--- config.mk ---
export PLATFORM = sky130hd
export DESIGN_NAME = rsnh_div
export DESIGN_NICKNAME = d
export VERILOG_FILES = /design/src/hw/rtl/rsnh_pkg.sv /design/src/hw/rtl/rsnh_div.sv
export VERILOG_INCLUDE_DIRS = /design/src /design/src/hw/rtl
export SDC_FILE = /design/constraint.sdc
export NUM_CORES = 1
export LEC_CHECK = 0
export ABC_AREA = 1
export CORE_UTILIZATION = 35
export CTS_CLUSTER_DIAMETER = 100
export DETAILED_ROUTE_END_ITERATION = 6
export DONT_BUFFER_PORTS = 1
export PLACE_DENSITY_LB_ADDON = 0.3
export SYNTH_ARGS = -nofsm -noshare
export SYNTH_HDL_FRONTEND = slang
export SYNTH_SLANG_ARGS = --single-unit
--- constraint.sdc ---
create_clock -name clock -period 2.9 [get_ports clock]
set_input_delay 0.29 -clock clock [delete_from_list [all_inputs] [get_ports clock]]
set_output_delay 0.29 -clock clock [all_outputs]
set_load 0.02 [all_outputs]
--- src/hw/rtl/ray_segment_nearest_hit_assert.svh ---
// ----------------------------------------------------------------------------
// Ray segment nearest hit: assertion macros
// Concurrent checks that vanish when SYNTHESIS is defined.
// ----------------------------------------------------------------------------
`ifndef RAY_SEGMENT_NEAREST_HIT_ASSERT_SVH
`define RAY_SEGMENT_NEAREST_HIT_ASSERT_SVH
`ifndef SYNTHESIS
`define RSNH_ASSERT(lbl, clk, rst, prop) \
   lbl: assert property (@(posedge clk) disable iff (rst) prop) \
      else $error("assertion failed");
`define RSNH_NEVER(lbl, clk, rst, expr) \
   lbl: assert property (@(posedge clk) disable iff (rst) !(expr)) \
      else $error("forbidden condition");
`else
`define RSNH_ASSERT(lbl, clk, rst, prop)
`define RSNH_NEVER(lbl, clk, rst, expr)
`endif
`endif

--- src/hw/rtl/rsnh_pkg.sv ---
// ----------------------------------------------------------------------------
// Ray segment nearest hit: package
// Widths, table size and the control word of the shared multiply-accumulate.
// ----------------------------------------------------------------------------
package rsnh_pkg;
   localparam int ENTRIES = 1024;
   localparam int IDX_W   = (ENTRIES > 1) ? $clog2(ENTRIES) : 1;
   localparam int CNT_W   = $clog2(ENTRIES + 1);
   localparam int COORD_W = 13;
   localparam int DIFF_W  = COORD_W + 1;
   localparam int MA_W    = 30;
   localparam int MB_W    = 15;
   localparam int ACC_W   = 46;
   localparam int MAG_W   = ACC_W - 1;
   localparam int Q_W     = 13;
   localparam int STEP_W  = 4;
   localparam int ENTRY_W = 4 * COORD_W;

   typedef struct packed {
      logic clear;
      logic sub;
   } mac_ctl_type;
endpackage

--- src/hw/rtl/rsnh_div.sv ---
// ----------------------------------------------------------------------------
// Restoring divider
// Signed dividend over positive divisor, one quotient bit per cycle,
// quotient truncated toward zero.
// ----------------------------------------------------------------------------
`include "ray_segment_nearest_hit_assert.svh"
module rsnh_div import rsnh_pkg::*; (
   input  logic                    clock,
   input  logic                    reset,
   input  logic                    start,
   input  logic signed [ACC_W-1:0] dividend,
   input  logic        [MA_W-1:0]  divisor,
   output logic                    done,
   output logic signed [Q_W-1:0]   quotient
);
   logic [MAG_W-1:0]  rem_ff, rem_in, sh_ff, sh_in;
   logic [Q_W-1:0]    q_ff, q_in;
   logic [STEP_W-1:0] cnt_ff, cnt_in;
   logic              neg_ff, neg_in, busy_ff, busy_in, done_ff, done_in;
   logic [ACC_W-1:0]  mag;

   always_comb begin
      mag     = dividend[ACC_W-1] ? ACC_W'(-dividend) : ACC_W'(dividend);
      rem_in  = rem_ff;
      sh_in   = sh_ff;
      q_in    = q_ff;
      cnt_in  = cnt_ff;
      neg_in  = neg_ff;
      busy_in = busy_ff;
      done_in = 1'b0;
      if (start) begin
         rem_in  = mag[MAG_W-1:0];
         sh_in   = MAG_W'(divisor) << (Q_W - 1);
         q_in    = '0;
         cnt_in  = STEP_W'(Q_W - 1);
         neg_in  = dividend[ACC_W-1];
         busy_in = 1'b1;
      end else if (busy_ff) begin
         if (rem_ff >= sh_ff) begin
            rem_in = rem_ff - sh_ff;
            q_in   = {q_ff[Q_W-2:0], 1'b1};
         end else begin
            q_in   = {q_ff[Q_W-2:0], 1'b0};
         end
         sh_in  = sh_ff >> 1;
         cnt_in = cnt_ff - 1'b1;
         if (cnt_ff == '0) begin
            busy_in = 1'b0;
            done_in = 1'b1;
         end
      end
   end

   always_ff @(posedge clock) begin
      rem_ff <= rem_in;
      sh_ff  <= sh_in;
      q_ff   <= q_in;
      cnt_ff <= cnt_in;
      neg_ff <= neg_in;
      if (reset) begin
         busy_ff <= 1'b0;
         done_ff <= 1'b0;
      end else begin
         busy_ff <= busy_in;
         done_ff <= done_in;
      end
   end

   assign done     = done_ff;
   assign quotient = neg_ff ? -$signed(q_ff) : $signed(q_ff);

   `RSNH_ASSERT(a_div_start_busy, clock, reset, start |=> busy_ff)
   `RSNH_ASSERT(a_div_done_pulse, clock, reset, done_ff |=> !done_ff)
   `RSNH_NEVER(a_div_done_while_busy, clock, reset, done_ff && busy_ff)
endmodule

==> impl_metrics.py <==
metrics = {
    "status": {
        "outcome": "finished, final reports clean",
    },
    "clock_tree": {
        "numClockSinks": 107,
        "h-tree-depth": 3,
        "cts_tree": "done",
        "cts_made_buffers": 9,
        "postCtsSetupRepairBufs": 0,
        "cts_root_buf": "clkbuf_16",
        "clk_path_buf_depth": 2,
        "insertion_delay_ns": 0.36,
        "cts.clk_slew.worst_paths_ns": 0.08,
    },
    "placement": {
        "io_buffers": 0,
        "dp_hpwl_mm": 25.22,
        "gp_congestion": 0.9721,
        "place_area_um2": 10140,
        "pre_cts_ws_ns": 0.2955,
    },
    "yosys": {
        "syn_avg_cell_area_um2": 6.211,
        "synth-edff-count": 76,
        "seq_area_frac_synth": 0.2980,
        "postSynth.asyncResetShare": 0,
        "netlist_area_um2": 9739,
        "ys_warn_count": 0,
        "synthFlopType": "edfxtp_1",
        "synth_cells": 1568,
        "synth_cell_type_count": 43,
        "synth_fp_nets": 1693,
        "synth_seq_cells": 107,
    },
    "floorplan": {
        "num_rows": 60,
        "start_util": 0.3594,
        "die_y_um": 168.8,
        "die_area_um2": 28500,
        "io_pins": 93,
        "core_area_um2": 27100,
        "die-width_um": 168.8,
    },
    "sta": {
        "setup_ws_ns": 0.2604,
        "worst_pin_slew_ns": 0.7254,
        "fmax_mhz": 378.8,
        "slew_viol_final": 0,
        "setup_viol": 0,
        "period_minus_slack_ns": 2.640,
        "fin_skew_ns": 0.009967,
        "finalHoldViolations": 0,
        "fin_crit_sh": 0.9102,
        "fin_setup_tns_ns": 0,
        "rsz0062_at_grt": "false",
        "slew_headroom": 0.5113,
    },
    "final_layout": {
        "final_common_cell": "nand2_1",
        "fin_area_um2": 10430,
        "multiInputGateArea_um2": 5574,
        "ff_latch_area_um2": 2903,
        "diodes": 0,
        "mostFrequentLayoutCells": "nand2_1, inv_1, nor2_1",
        "drive_gt1_frac": 0.06262,
        "nFillCells": 3000,
        "final_net_count": 1685,
        "area_growth_pct": 7.130,
    },
    "power": {
        "power.total_mw": 5.877,
        "leakage_nw": 5.087,
        "powerDensity_nw_per_um2": 563.3,
        "ir_worst_vdd_uv": 252.6,
    },
    "critical_path": {
        "critPathTopFamily": "simple AND/OR/NAND/NOR gates",
        "cp-start-kind": "register",
        "cp.required_ns": 2.95,
        "end_kind": "register",
        "slowest_stage": "ha_1",
        "path_cells": "ha_1 -> nand2_1 -> nor2_1 -> nand2_1 -> nand3_1 -> nand2_1 -> nand2_1 -> nand3_1 -> nand4_1 -> nand2_1 -> nand2_2 -> buf_4",
        "path_buf_inv": 1,
        "critPathMostFrequentCell": "nand2_1",
        "crit_arrival_ns": 2.69,
        "path_max_fanout": 17,
        "cpPeakStageDelay_ns": 0.42,
        "crit_type": "register to register",
    },
    "min_path": {
        "hp-class": "input port to register",
    },
    "routing": {
        "drtIter0Drc": 794,
        "drt_wl_total_mm": 31.31,
        "drc_errors": 0,
        "antenna_left": 0,
        "wl_per_cell_um": 16.17,
        "vias": 9618,
        "viasPerCell": 4.965,
        "first_pass_iters": 5,
    },
    "global_routing": {
        "grt_max_degree": 89,
        "antenna_found_initial": 0,
        "grt_use_total": 0.2236,
        "grt-ovfl-total": 0,
        "grt_pass1_wl_mm": 49.06,
        "grt_pass1_vias": 9013,
    },
    "job": {
        "max_cap_violations": 0,
    },
}
[worst reg2reg max path, delay by kind of cell (launching register included)]
kind | cells | cell delay (ns)
adder cells (fa/ha/maj) | 1 | 0.42
buffers and inverters | 1 | 0.28
flip-flops | 1 | 0.40
AND/OR/NAND/NOR | 10 | 1.20
[Yosys cell counts (2+ instances only)]
cell type / count / area [um^2]
a21oi_1: 69 / 345.3
and2_1: 2 / 12.51
buf_1: 5 / 18.77
buf_2: 8 / 40.04
clkbuf_1: 12 / 45.04
clkbuf_8: 2 / 27.53
clkinv_1: 2 / 7.510
dfxtp_1: 31 / 620.6
edfxtp_1: 76 / 2282
ha_1: 45 / 563.0
inv_1: 294 / 1104
inv_2: 4 / 15.01
nand2_1: 508 / 1907
nand2_2: 12 / 75.07
nand2_4: 3 / 33.78
nand3_1: 108 / 540.5
nand3_2: 11 / 110.1
nand3b_1: 5 / 37.54
nand4_1: 21 / 131.4
nor2_1: 134 / 503.0
nor2_2: 24 / 150.1
nor2_4: 6 / 67.56
nor3_1: 19 / 95.09
o21ai_0: 98 / 490.5
o21ai_1: 4 / 20.02
o21ai_2: 2 / 17.52
o21bai_1: 4 / 30.03
o22ai_1: 26 / 162.7
or2_1: 2 / 12.51
or2_2: 5 / 31.28
xor2_1: 14 / 122.6
[cell type report]
type                    instances  share of cell area
clock buffers                   9             0.02159
clock inverters                 7            0.005516
inverters                     300              0.1079
multi-input cells            1133              0.5342
flip-flops and latches        107              0.2782
well taps                     372             0.04461
repair buffers                  9            0.007915
[final timing paths]
| kind | startpoint | end | slack, ns | cells after the start |
|---|---|---|---|---|
| hold / removal | reset | done$_SDFF_PP0_ | 0.02 | 1 |
| setup / recovery | rem_ff[2]$_DFFE_PP_ | rem_ff[26]$_DFFE_PP_ | 0.26 | 12 |
| setup reg to reg | rem_ff[2]$_DFFE_PP_ | rem_ff[26]$_DFFE_PP_ | 0.26 | 12 |
| hold reg to reg | sh_ff[0]$_SDFFE_PP0P_ | sh_ff[0]$_SDFFE_PP0P_ | 0.48 | 2 |
[registers in the layout, summed over array words and instances (netlist names)]
signal   cells
rem_ff      45
busy_ff      1
neg_ff       1
done         1
q_ff        13
sh_ff       42
cnt_ff       4
[layer usage]
layer  global-route usage  vias to the layer above  routed length [um]
met5                    0                        -                   0
met4              0.05731                        0                 565
met3              0.04325                       28                2683
met2               0.3347                      333               13030
met1               0.3261                     4325               15040
li1                     -                     4932                   -
[what timing repair did]
action                    CTS  global route
gates resized for setup     0             0
hold endpoints to repair    1             0
hold buffers                1             0
[power by group]
part / switching [mW] / leakage, nW / total [mW] / internal, mW
Sequential: 0.0770 / 1.03 / 1.95 / 1.87
Clock: 0.642 / 0.143 / 1.24 / 0.599
Combinational: 1.85 / 3.91 / 2.68 / 0.830
[through the flow]
step	hold slack (ns)	instances	util
after floorplan	0.3685	1568	-
after detailed placement	0.3793	1920	0.3742
final	0.01810	1937	0.3850
after CTS	0.01028	1937	0.3850
after global placement	0.3709	1920	0.3742
after global routing	0.005954	1937	0.3850
[cell families after synthesis]
group                      share of synthesized area
AOI/OAI and AO/OA                             0.1136
xor gates and xnor gates                     0.01259
adders and majority gates                    0.05987
buffers and inverters                         0.1299
DFF                                           0.2980
and+or+nand+nor                               0.3860
No activity file was read; power rests on OpenSTA's default activity.
