`src/hw/rtl/ray_segment_nearest_hit_assert.svh`:
```
// ----------------------------------------------------------------------------
// Ray segment nearest hit: assertion macros
// Concurrent checks that vanish when SYNTHESIS is defined.
// ----------------------------------------------------------------------------
`ifndef RAY_SEGMENT_NEAREST_HIT_ASSERT_SVH
`define RAY_SEGMENT_NEAREST_HIT_ASSERT_SVH
`ifndef SYNTHESIS
`define RSNH_ASSERT(lbl, clk, rst, prop) \
   lbl: assert property (@(posedge clk) disable iff (rst) prop) \
      else $error("assertion failed");
`define RSNH_NEVER(lbl, clk, rst, expr) \
   lbl: assert property (@(posedge clk) disable iff (rst) !(expr)) \
      else $error("forbidden condition");
`else
`define RSNH_ASSERT(lbl, clk, rst, prop)
`define RSNH_NEVER(lbl, clk, rst, expr)
`endif
`endif

```
`src/hw/rtl/rsnh_pkg.sv`:
```
// ----------------------------------------------------------------------------
// Ray segment nearest hit: package
// Widths, table size and the control word of the shared multiply-accumulate.
// ----------------------------------------------------------------------------
package rsnh_pkg;
   localparam int ENTRIES = 1024;
   localparam int IDX_W   = (ENTRIES > 1) ? $clog2(ENTRIES) : 1;
   localparam int CNT_W   = $clog2(ENTRIES + 1);
   localparam int COORD_W = 13;
   localparam int DIFF_W  = COORD_W + 1;
   localparam int MA_W    = 30;
   localparam int MB_W    = 15;
   localparam int ACC_W   = 46;
   localparam int MAG_W   = ACC_W - 1;
   localparam int Q_W     = 13;
   localparam int STEP_W  = 4;
   localparam int ENTRY_W = 4 * COORD_W;

   typedef struct packed {
      logic clear;
      logic sub;
   } mac_ctl_type;
endpackage

```
`src/hw/rtl/rsnh_mac.sv`:
```
// ----------------------------------------------------------------------------
// Shared multiply-accumulate
// One signed product per cycle, added to or subtracted from the accumulator or, on clear, zero.
// ----------------------------------------------------------------------------
module rsnh_mac import rsnh_pkg::*; (
   input  logic                    clock,
   input  logic signed [MA_W-1:0]  op_a,
   input  logic signed [MB_W-1:0]  op_b,
   input  mac_ctl_type             ctl,
   output logic signed [ACC_W-1:0] acc
);
   logic signed [ACC_W-1:0] acc_ff, acc_in;
   logic signed [ACC_W-1:0] prod;

   always_comb begin
      prod   = ACC_W'(op_a * op_b);
      acc_in = (ctl.clear ? '0 : acc_ff) + (ctl.sub ? -prod : prod);
   end

   always_ff @(posedge clock) begin
      acc_ff <= acc_in;
   end

   assign acc = acc_ff;
endmodule

```
`config.mk`:
```
export PLATFORM = sky130hd
export DESIGN_NAME = rsnh_mac
export DESIGN_NICKNAME = d
export VERILOG_FILES = /design/src/hw/rtl/ray_segment_nearest_hit_assert.svh /design/src/hw/rtl/rsnh_pkg.sv /design/src/hw/rtl/rsnh_mac.sv
export SDC_FILE = /design/constraint.sdc
export NUM_CORES = 1
export LEC_CHECK = 0
export CORE_ASPECT_RATIO = 1.25
export CORE_MARGIN = 4
export CORE_UTILIZATION = 40
export CTS_BUF_LIST = sky130_fd_sc_hd__clkbuf_8 sky130_fd_sc_hd__clkbuf_16
export CTS_CLUSTER_SIZE = 24
export DETAILED_ROUTE_END_ITERATION = 10
export DONT_BUFFER_PORTS = 1
export GPL_ROUTABILITY_DRIVEN = 1
export GPL_TIMING_DRIVEN = 0
export HOLD_SLACK_MARGIN = 0.06
export PLACE_DENSITY = 0.66
export SYNTH_ARGS = -nofsm -noshare
export SYNTH_HDL_FRONTEND = slang
export SYNTH_SLANG_ARGS = --single-unit
```
`constraint.sdc`:
```
create_clock -name clock -period 31.2 [get_ports clock]
set_input_delay 6.24 -clock clock [delete_from_list [all_inputs] [get_ports clock]]
set_output_delay 6.24 -clock clock [all_outputs]
set_load 0.005 [all_outputs]
```
==> flow_summary.toml, run 1 <==
[floorplan]
initial_utilization = 0.4063
die_height_um = 261.9
core_area_mm2 = 0.05076
placementRows = 92
die_w_um = 211.1
die_area_mm2 = 0.05529
num_io_pins = 94

[clocking]
post_cts.repair.setup_buffers = 0
tritoncts_clock_tree = "built"
worstSkewPairLatency_ns = 0.30
post_cts.resized_instances = 0
tritoncts.num_buffers = 5
cts-hold-fix-buffers = 0
tritoncts_num_sinks = 46
worst_setup_hold_path_clk_slew_ns = 0.07
clockRootBuffer = "sky130_fd_sc_hd__clkbuf_16"
ctsHtreeMaxLevel = 2
cts.path.max_buffers = 2

[sta]
maxClockFrequency_mhz = 60.22
fin_skew_ns = 0.006829
worst_slew_pin_slew_ns = 0.9397
hold_violations = 0
setup_viol_count_final = 0
fin_setup_tns_ns = 0
unrepaired_setup_endpoints_after_global_routing = "no"
timing.slew.headroom = 0.3735
post-route-period-util = 0.5322
timing_max_transition_violations_final = 0
timing.final.crit_period_ns = 16.60

[worst_setup_path]
crit_top_cell = "sky130_fd_sc_hd__fa_1"
timing.critical_path.from_type = "input port"
setup.worst_path.end_class = "flop"
critical-path-max-stage-delay_ns = 0.66
cp.arrival_ns = 16.80
critPathMaxFanout = 10
crit_end = "acc[45]"
critical_path_required_ns = 31.39
worst-r2r-cell-count = 14
regToRegStartpoint = "acc[0]"
critical_path.startpoint = "op_b[0]"
r2r_end = "acc[40]"
setup.reg_to_reg.worst_slack_ns = 27.19
path_class = "input port to flop"
worst_path_max_delay_cell = "sky130_fd_sc_hd__o311ai_0"

[synth]
yosysUniqueCellTypes = 74
synth_seq_cells = 46
synthArstFlopShare = 0
synth_top_flop_cell = "sky130_fd_sc_hd__dfxtp_1"
yosys.area.top_type = "sky130_fd_sc_hd__fa_1"
synth_warnings = 0
cell_with_the_most_instances_after_synthesis = "sky130_fd_sc_hd__inv_1"
synth-edff-count = 0
synth-seq-area-share = 0.04464
netlist_instances = 2440
syn-mean-instance-area_um2 = 8.454
share_of_yosys_cell_area_claimed_by_the_top_area_cell_type = 0.4057
syn-cell-area_mm2 = 0.02063
mappedNetlistNets = 3064
synthTopCellsByArea = "sky130_fd_sc_hd__fa_1 41%, sky130_fd_sc_hd__ha_1 9.6%, sky130_fd_sc_hd__inv_1 8.2%"
synthTopCellsByCount = "451 x sky130_fd_sc_hd__inv_1, 418 x sky130_fd_sc_hd__fa_1, 370 x sky130_fd_sc_hd__nand2_1"

[final_layout]
max_ffs_per_register = 46
antenna_cells_inserted = 0
finalNetCount = 3071
areaGrowthSynthToFinish_pct = 4.683
share_of_cells_above_drive_strength_1 = 0.01634

[global_routing]
globalRouteTotalUtil = 0.2183
global_route_wire_length_before_repair_um = 95940
grt.overflow.total = 0
grt_max_degree = 15
number_of_antenna_violations_at_the_first_check_in_global_routing = 0
grt_pass1_vias = 17979

[place]
dpl.hpwl_um = 51690
numPortBuffers = 0
place_congestion = 0.9789

[drt]
remaining_drc_errors = 0
detail-route-antenna-nets = 0
vias = 16654
detail_route.wl_per_cell_um = 19.26
drt_wl_total_um = 59810
avgViaCountPerCell = 5.362
first_iter_violations = 970
drt_pre_antenna_iters = 6

[flow_run]
maximum_capacitance_violations = 0

[outcome]
run_status = "completed"

[worst_hold_path]
hold_path_class = "flop to flop"
-- cells by family after synthesis --
group	count (synthesis)	synth area share
adders and majority gates	576	0.5015
buffers and inverters	561	0.1024
muxes	5	0.002426
and+or+nand+nor	793	0.1879
AOI/OAI and AO/OA	339	0.1102
xor gates and xnor gates	120	0.05095
DFF	46	0.04464
-- how the worst min path moves through the flow --
stage | start | to | slack [ns] | cells after the start
finish | acc[0] | acc[0] | 0.72 | 2
global route | acc[0] | acc[0] | 0.80 | 2
CTS | acc[0] | acc[0] | 0.72 | 2
detailed placement | acc[0] | acc[0] | 0.70 | 2
global placement | acc[0] | acc[0] | 0.69 | 2
floorplan | acc[0] | acc[0] | 0.60 | 2
-- layout make-up --
cell class | count | area, um2
clock inverter | 3 | 17.52
clock buffer | 5 | 125.1
buffer | 110 | 419.2
fill | 5031 | 29170
multi-input combinational | 1833 | 17590
sequential | 46 | 920.9
inverter | 451 | 1693
tap | 658 | 823.3
-- metrics by stage --
step | cells | hold slack [ns] | instance area, um2 | setup slack [ns] | util
3_3_place_gp | 3098 | 0.6882 | 21450 | 14.47 | 0.4226
3_5_place_dp | 3098 | 0.7019 | 21450 | 14.33 | 0.4226
6_report | 3106 | 0.7186 | 21590 | 14.60 | 0.4254
5_1_grt | 3106 | 0.7987 | 21590 | 13.91 | 0.4254
2_1_floorplan | 2440 | 0.6011 | 20630 | 16.09 | -
4_1_cts | 3106 | 0.7228 | 21590 | 14.61 | 0.4254
-- metal layers --
layer | GRT usage | wire length (um) | up-vias
met5 | 0 | 0 | -
met4 | 0.08521 | 2630 | 0
met3 | 0.03558 | 4011 | 141
met2 | 0.3883 | 29490 | 577
met1 | 0.2648 | 23680 | 8311
li1 | - | - | 7625
-- cells in the final DEF (no fill, tap or decap), types with 5 or more instances in the layout --
cell	instances
sky130_fd_sc_hd__fa_1	418
sky130_fd_sc_hd__clkbuf_1	103
sky130_fd_sc_hd__inv_1	452
sky130_fd_sc_hd__nor2_1	80
sky130_fd_sc_hd__a31oi_1	9
sky130_fd_sc_hd__buf_2	5
sky130_fd_sc_hd__mux2i_1	5
sky130_fd_sc_hd__nand4_1	15
sky130_fd_sc_hd__nor2b_1	58
sky130_fd_sc_hd__nand3_1	17
sky130_fd_sc_hd__a21o_1	27
sky130_fd_sc_hd__o21ai_0	68
sky130_fd_sc_hd__o41ai_1	6
sky130_fd_sc_hd__and3_1	14
sky130_fd_sc_hd__o31ai_1	22
sky130_fd_sc_hd__nand2b_1	19
sky130_fd_sc_hd__or3_1	18
sky130_fd_sc_hd__ha_1	158
sky130_fd_sc_hd__o21a_1	23
sky130_fd_sc_hd__nor4_1	10
sky130_fd_sc_hd__o21bai_1	17
sky130_fd_sc_hd__or2_2	7
sky130_fd_sc_hd__dfxtp_1	46
sky130_fd_sc_hd__nor3_1	16
sky130_fd_sc_hd__o211ai_1	6
sky130_fd_sc_hd__nand2_1	370
sky130_fd_sc_hd__xor2_1	35
sky130_fd_sc_hd__clkbuf_16	5
sky130_fd_sc_hd__a21oi_1	92
sky130_fd_sc_hd__and2_1	145
sky130_fd_sc_hd__xnor2_1	85
sky130_fd_sc_hd__a211oi_1	16
-- critical path, delay by kind of cell --
kind	cells	cell delay, ns
AO/OA/AOI/OAI	6	1.98
XOR/XNOR	2	0.33
adder cells (fa/ha/maj)	8	3.64
buffers and inverters	7	1.65
AND/OR/NAND/NOR	12	2.92
Power of run 1 is not shown: default switching activity piles up to over one toggle a cycle in this logic, so the estimate is an artifact.
==> run 2: changes to the inputs <==
Settings changed: ABC_AREA set to 1.
Clock period 31.2 ns to 16 ns, I/O delays scaled along.
==> run 2 against run 1 <==
Routed wire length rose by 11%. Worst hold slack got worse by 0.078 ns. Clock skew rose by 0.0038 ns. Area after synthesis rose by 9.3%. Core utilization fell by 0.33 points. Worst setup slack got worse by 11 ns. Critical path depth rose by 5. Register-to-register slack got worse by 14 ns. Die area rose by 8.9%. Global-route usage rose by 0.80 points. Non-clock buffer count fell by 25. Highest routed layer unchanged.
==> flow_summary.toml, run 2 <==
[synth]
netlist_instances = 3291
synth-edff-count = 0
synthTopCellsByArea = "sky130_fd_sc_hd__fa_1 37%, sky130_fd_sc_hd__nand2_1 16%, sky130_fd_sc_hd__inv_1 15%"
synth-seq-area-share = 0.04086
synth_warnings = 0
synthTopCellsByCount = "952 x sky130_fd_sc_hd__nand2_1, 884 x sky130_fd_sc_hd__inv_1, 418 x sky130_fd_sc_hd__fa_1"
mappedNetlistNets = 3915
cell_with_the_most_instances_after_synthesis = "sky130_fd_sc_hd__nand2_1"
syn-cell-area_mm2 = 0.02254
share_of_yosys_cell_area_claimed_by_the_top_area_cell_type = 0.3713
syn-mean-instance-area_um2 = 6.848
synth_seq_cells = 46
synthArstFlopShare = 0
yosysUniqueCellTypes = 42
yosys.area.top_type = "sky130_fd_sc_hd__fa_1"
synth_top_flop_cell = "sky130_fd_sc_hd__dfxtp_1"

[clocking]
post_cts.repair.setup_buffers = 0
clockRootBuffer = "sky130_fd_sc_hd__clkbuf_16"
cts.path.max_buffers = 2
tritoncts_num_sinks = 46
worstSkewPairLatency_ns = 0.30
tritoncts_clock_tree = "built"
post_cts.resized_instances = 0
tritoncts.num_buffers = 5
ctsHtreeMaxLevel = 2
worst_setup_hold_path_clk_slew_ns = 0.07
cts-hold-fix-buffers = 0

[floorplan]
die_area_mm2 = 0.06023
die_height_um = 273.4
die_w_um = 220.3
core_area_mm2 = 0.05595
placementRows = 97
initial_utilization = 0.4028
num_io_pins = 94

[place]
numPortBuffers = 0
place_congestion = 0.9579
dpl.hpwl_um = 57990

[drt]
remaining_drc_errors = 0
vias = 20089
drt_pre_antenna_iters = 7
detail-route-antenna-nets = 0
avgViaCountPerCell = 4.971
first_iter_violations = 1351
detail_route.wl_per_cell_um = 16.46
drt_wl_total_um = 66530

[sta]
hold_violations = 0
timing.final.crit_period_ns = 12.09
maxClockFrequency_mhz = 82.73
fin_setup_tns_ns = 0
timing_max_transition_violations_final = 0
worst_slew_pin_slew_ns = 0.9713
unrepaired_setup_endpoints_after_global_routing = "no"
fin_skew_ns = 0.01058
setup_viol_count_final = 0
timing.slew.headroom = 0.3525
post-route-period-util = 0.7555

[final_layout]
finalNetCount = 3922
antenna_cells_inserted = 0
share_of_cells_above_drive_strength_1 = 0.01910
fillCellCount = 5907
areaGrowthSynthToFinish_pct = 4.774
max_ffs_per_register = 46
commonest_non_fill_non_tap_cells_in_the_layout = "952 x sky130_fd_sc_hd__nand2_1, 885 x sky130_fd_sc_hd__inv_1, 418 x sky130_fd_sc_hd__fa_1"
final_common_cell = "sky130_fd_sc_hd__nand2_1"

[global_routing]
grt_pass1_vias = 20957
grt_max_degree = 14
grt.overflow.total = 0
number_of_antenna_violations_at_the_first_check_in_global_routing = 0
global_route_wire_length_before_repair_um = 107400
globalRouteTotalUtil = 0.2263

[worst_setup_path]
setup.worst_path.end_class = "flop"
path_class = "input port to flop"
setup.reg_to_reg.worst_slack_ns = 12.83
worst_path_max_delay_cell = "sky130_fd_sc_hd__clkbuf_1"
crit_top_cell = "sky130_fd_sc_hd__nand2_1"
timing.critical_path.from_type = "input port"
cp.arrival_ns = 12.26
critical_path_required_ns = 16.18
critPathMaxFanout = 10
critical-path-max-stage-delay_ns = 0.63

[outcome]
run_status = "completed"

[flow_run]
maximum_capacitance_violations = 0

[worst_hold_path]
hold_path_class = "flop to flop"
[run 2: cell count changes in the layout (fill, tap and decap cells not counted), moves of 21 or more]
cell	delta
sky130_fd_sc_hd__a21o_1	-24
sky130_fd_sc_hd__and2_1	-145
sky130_fd_sc_hd__clkbuf_1	-24
sky130_fd_sc_hd__inv_1	+433
sky130_fd_sc_hd__nand2_1	+582
sky130_fd_sc_hd__nand3_1	+88
sky130_fd_sc_hd__nor2_1	+173
sky130_fd_sc_hd__nor2b_1	-58
sky130_fd_sc_hd__o21ai_0	-26
sky130_fd_sc_hd__o31ai_1	-21
sky130_fd_sc_hd__xnor2_1	-59
sky130_fd_sc_hd__xor2_1	+30
[run 2: kinds of logic (layout without fill, tap and decap cells)]
group                    after synthesis  after routing  share of synthesized area
AND/OR/NAND/NOR                     1413           1413                     0.2545
AO/OA/AOI/OAI                        192            192                    0.04708
buffers and inverters                971            979                     0.1617
XOR/XNOR                              93             93                    0.03681
adder cells (fa/ha/maj)              576            576                     0.4590
flip-flops                            46             46                    0.04086
[run 2: stage by stage]
step | worst slack [ns] | hold slack [ns] | cell area [um2] | instances | util
6_report | 3.913 | 0.6409 | 23610 | 4041 | 0.4220
5_1_grt | 3.280 | 0.6874 | 23610 | 4041 | 0.4220
4_1_cts | 4.084 | 0.6524 | 23610 | 4041 | 0.4220
3_5_place_dp | 3.796 | 0.6361 | 23470 | 4033 | 0.4194
3_3_place_gp | 3.809 | 0.6176 | 23470 | 4033 | 0.4194
2_1_floorplan | 5.591 | 0.5924 | 22540 | 3291 | -
[run 2: worst max-delay path, delay by kind of cell]
kind	cells	cell delay, ns
AO/OA/AOI/OAI	1	0.34
adder cells (fa/ha/maj)	8	3.89
XOR/XNOR	1	0.20
AND/OR/NAND/NOR	21	3.02
buffers and inverters	9	1.61
[run 2: layout make-up]
class / instances / area, um2 / area share
multi-input cells: 2274 / 17970 / 0.7611
clock buffers: 6 / 138.9 / 0.005882
plain buffers: 85 / 319.1 / 0.01351
inverters: 886 / 3326 / 0.1408
flip-flops and latches: 46 / 920.9 / 0.03900
clock inverters: 2 / 8.758 / 0.0003709
well taps: 742 / 928.4 / 0.03932
[run 2: path summary, 6_finish.rpt]
kind,start,endpoint,cells after the start
setup / recovery,op_b[0],acc[45],40
hold / removal,acc[0],acc[0],3
hold reg to reg,acc[0],acc[0],3
setup reg to reg,acc[0],acc[34],18
[run 2: layer usage]
metal  wire [um]  up-vias  share of wire  GRT usage
met5           0        -              0          0
li1            -     9563              -          -
met1       24710     9578           0.37     0.2669
met2       33560      726           0.50     0.4089
met4        3714        0          0.056     0.1017
met3        4552      222          0.068    0.02687
Power of run 2 is left out for the same reason.
==> run 3: changes to the inputs <==
Settings changed: PLACE_DENSITY 0.66 to 0.68.
Clock period 16 ns to 10.75 ns, I/O delays scaled along.
==> run 3 against run 2 <==
Clock-buffer cell count is the same. Final cell count stayed put. Design area is 0.24% higher. Die area did not move. Routed wire length is 1.2% lower. Critical path type unchanged. Worst setup slack got worse by 3.4 ns. Critical path depth decreased by 5. Critical endpoint is now acc[41]. Core utilization rose by 0.10 points. Largest cell class unchanged. Sequential share of layout area about the same. Register-to-register slack got worse by 5.2 ns. Worst hold slack got worse by 0.0018 ns. Highest routed layer unchanged.
==> flow_summary.toml, run 3 (synthesized netlist as in run 2, its figures left out) <==
[place]
place_inst = 4033
dpl.hpwl_um = 57270
place_congestion = 0.9600
numPortBuffers = 0

[final_layout]
final_common_cell = "sky130_fd_sc_hd__nand2_1"
areaGrowthSynthToFinish_pct = 5.030
max_ffs_per_register = 46
commonest_non_fill_non_tap_cells_in_the_layout = "952 x sky130_fd_sc_hd__nand2_1, 885 x sky130_fd_sc_hd__inv_1, 417 x sky130_fd_sc_hd__fa_1"
instances_no_fill = 4041
share_of_cells_above_drive_strength_1 = 0.02667
finalNetCount = 3922
antenna_cells_inserted = 0
utilization = 0.4231

[drt]
drt_wl_total_um = 65710
drt_pre_antenna_iters = 8
remaining_drc_errors = 0
first_iter_violations = 1274
avgViaCountPerCell = 4.929
detail-route-antenna-nets = 0
detail_route.wl_per_cell_um = 16.26
vias = 19917

[clocking]
cts.path.max_buffers = 2
cts-hold-fix-buffers = 0
tritoncts_clock_tree = "built"
tritoncts_num_sinks = 46
worst_setup_hold_path_clk_slew_ns = 0.07
worstSkewPairLatency_ns = 0.30
post_cts.resized_instances = 1
ctsHtreeMaxLevel = 2
tritoncts.num_buffers = 5
clockRootBuffer = "sky130_fd_sc_hd__clkbuf_16"
post_cts.repair.setup_buffers = 0

[worst_setup_path]
path_class = "input port to flop"
worst_path_max_delay_cell = "sky130_fd_sc_hd__clkbuf_1"
cp_num_buf_inv = 6
crit_top_cell = "sky130_fd_sc_hd__nand2_1"
setup.worst_path.end_class = "flop"
critical-path-max-stage-delay_ns = 0.58
critPathMaxFanout = 10
critPathTopFamily = "adder cells"
critical_path_required_ns = 10.94
cp.arrival_ns = 10.43
timing.critical_path.from_type = "input port"

[global_routing]
number_of_antenna_violations_at_the_first_check_in_global_routing = 0
globalRouteTotalUtil = 0.2246
grt_max_degree = 14
grt_pass1_vias = 20756
grt.overflow.total = 0
global_route_wire_length_before_repair_um = 106900

[floorplan]
initial_utilization = 0.4028
core_area_mm2 = 0.05595
num_io_pins = 94
die_area_mm2 = 0.06023
die_height_um = 273.4
die_w_um = 220.3
placementRows = 97

[sta]
post-route-period-util = 0.9527
unrepaired_setup_endpoints_after_global_routing = "no"
timing_max_transition_violations_final = 0
timing.slew.headroom = 0.3521
worst_slew_pin_slew_ns = 0.9718
timing.final.crit_period_ns = 10.24
fin_skew_ns = 0.007771
maxClockFrequency_mhz = 97.65
fin_setup_tns_ns = 0
hold_violations = 0
setup_viol_count_final = 0

[worst_hold_path]
hold_path_class = "flop to flop"

[flow_run]
maximum_capacitance_violations = 0

[outcome]
run_status = "completed"
-- run 3: layer usage --
layer | wire length [um] | vias up | part of all wire | global-route usage
met1 | 24840 | 9519 | 0.38 | 0.2652
met2 | 33390 | 666 | 0.51 | 0.4094
met5 | 0 | - | 0 | 0
met4 | 3167 | 0 | 0.048 | 0.08795
li1 | - | 9556 | - | -
met3 | 4313 | 176 | 0.066 | 0.02987
-- run 3: layout make-up --
type / instances / area [um2]
inverters: 886 / 3326
well taps: 742 / 928.4
plain buffers: 85 / 349.1
clock inverters: 2 / 8.758
fillers: 5830 / 32280
flip-flops and latches: 46 / 920.9
clock buffers: 6 / 138.9
multi-input cells: 2274 / 18000
-- run 3: worst register-to-register path, cell delays in order (launching register included) --
cell                      delay [ns]
sky130_fd_sc_hd__dfxtp_1        0.32
sky130_fd_sc_hd__inv_1          0.05
sky130_fd_sc_hd__nor2_1         0.03
sky130_fd_sc_hd__ha_1           0.29
sky130_fd_sc_hd__fa_1           0.43
sky130_fd_sc_hd__nand3_1        0.10
sky130_fd_sc_hd__nand2_1        0.13
sky130_fd_sc_hd__a21oi_1        0.23
sky130_fd_sc_hd__o21ai_1        0.14
sky130_fd_sc_hd__a21oi_1        0.23
sky130_fd_sc_hd__inv_1          0.13
sky130_fd_sc_hd__nand2_1        0.07
sky130_fd_sc_hd__nand2_1        0.10
sky130_fd_sc_hd__a21oi_1        0.28
sky130_fd_sc_hd__o21ai_1        0.17
sky130_fd_sc_hd__nand3_1        0.14
sky130_fd_sc_hd__nand2_1        0.06
sky130_fd_sc_hd__nand2_1        0.06
sky130_fd_sc_hd__nand2_1        0.07
-- run 3: final timing paths --
path	start	end	slack, ns	depth (start not counted)
max	op_b[10]	acc[41]	0.51	35
min	acc[0]	acc[0]	0.64	3
max reg2reg	acc[0]	acc[34]	7.59	18
min reg2reg	acc[0]	acc[0]	0.64	3
-- run 3: per-stage QoR --
stage          instance area (um2)  setup WS, ns  hold slack (ns)
3_5_place_dp                 23470       -0.4370           0.6304
2_1_floorplan                22540         1.391           0.5924
5_1_grt                      23670      0.007012           0.6926
4_1_cts                      23610        0.1324           0.6471
3_3_place_gp                 23470       -0.4162           0.6168
6_report                     23670        0.5090           0.6391
Power of run 3 is left out for the same reason.
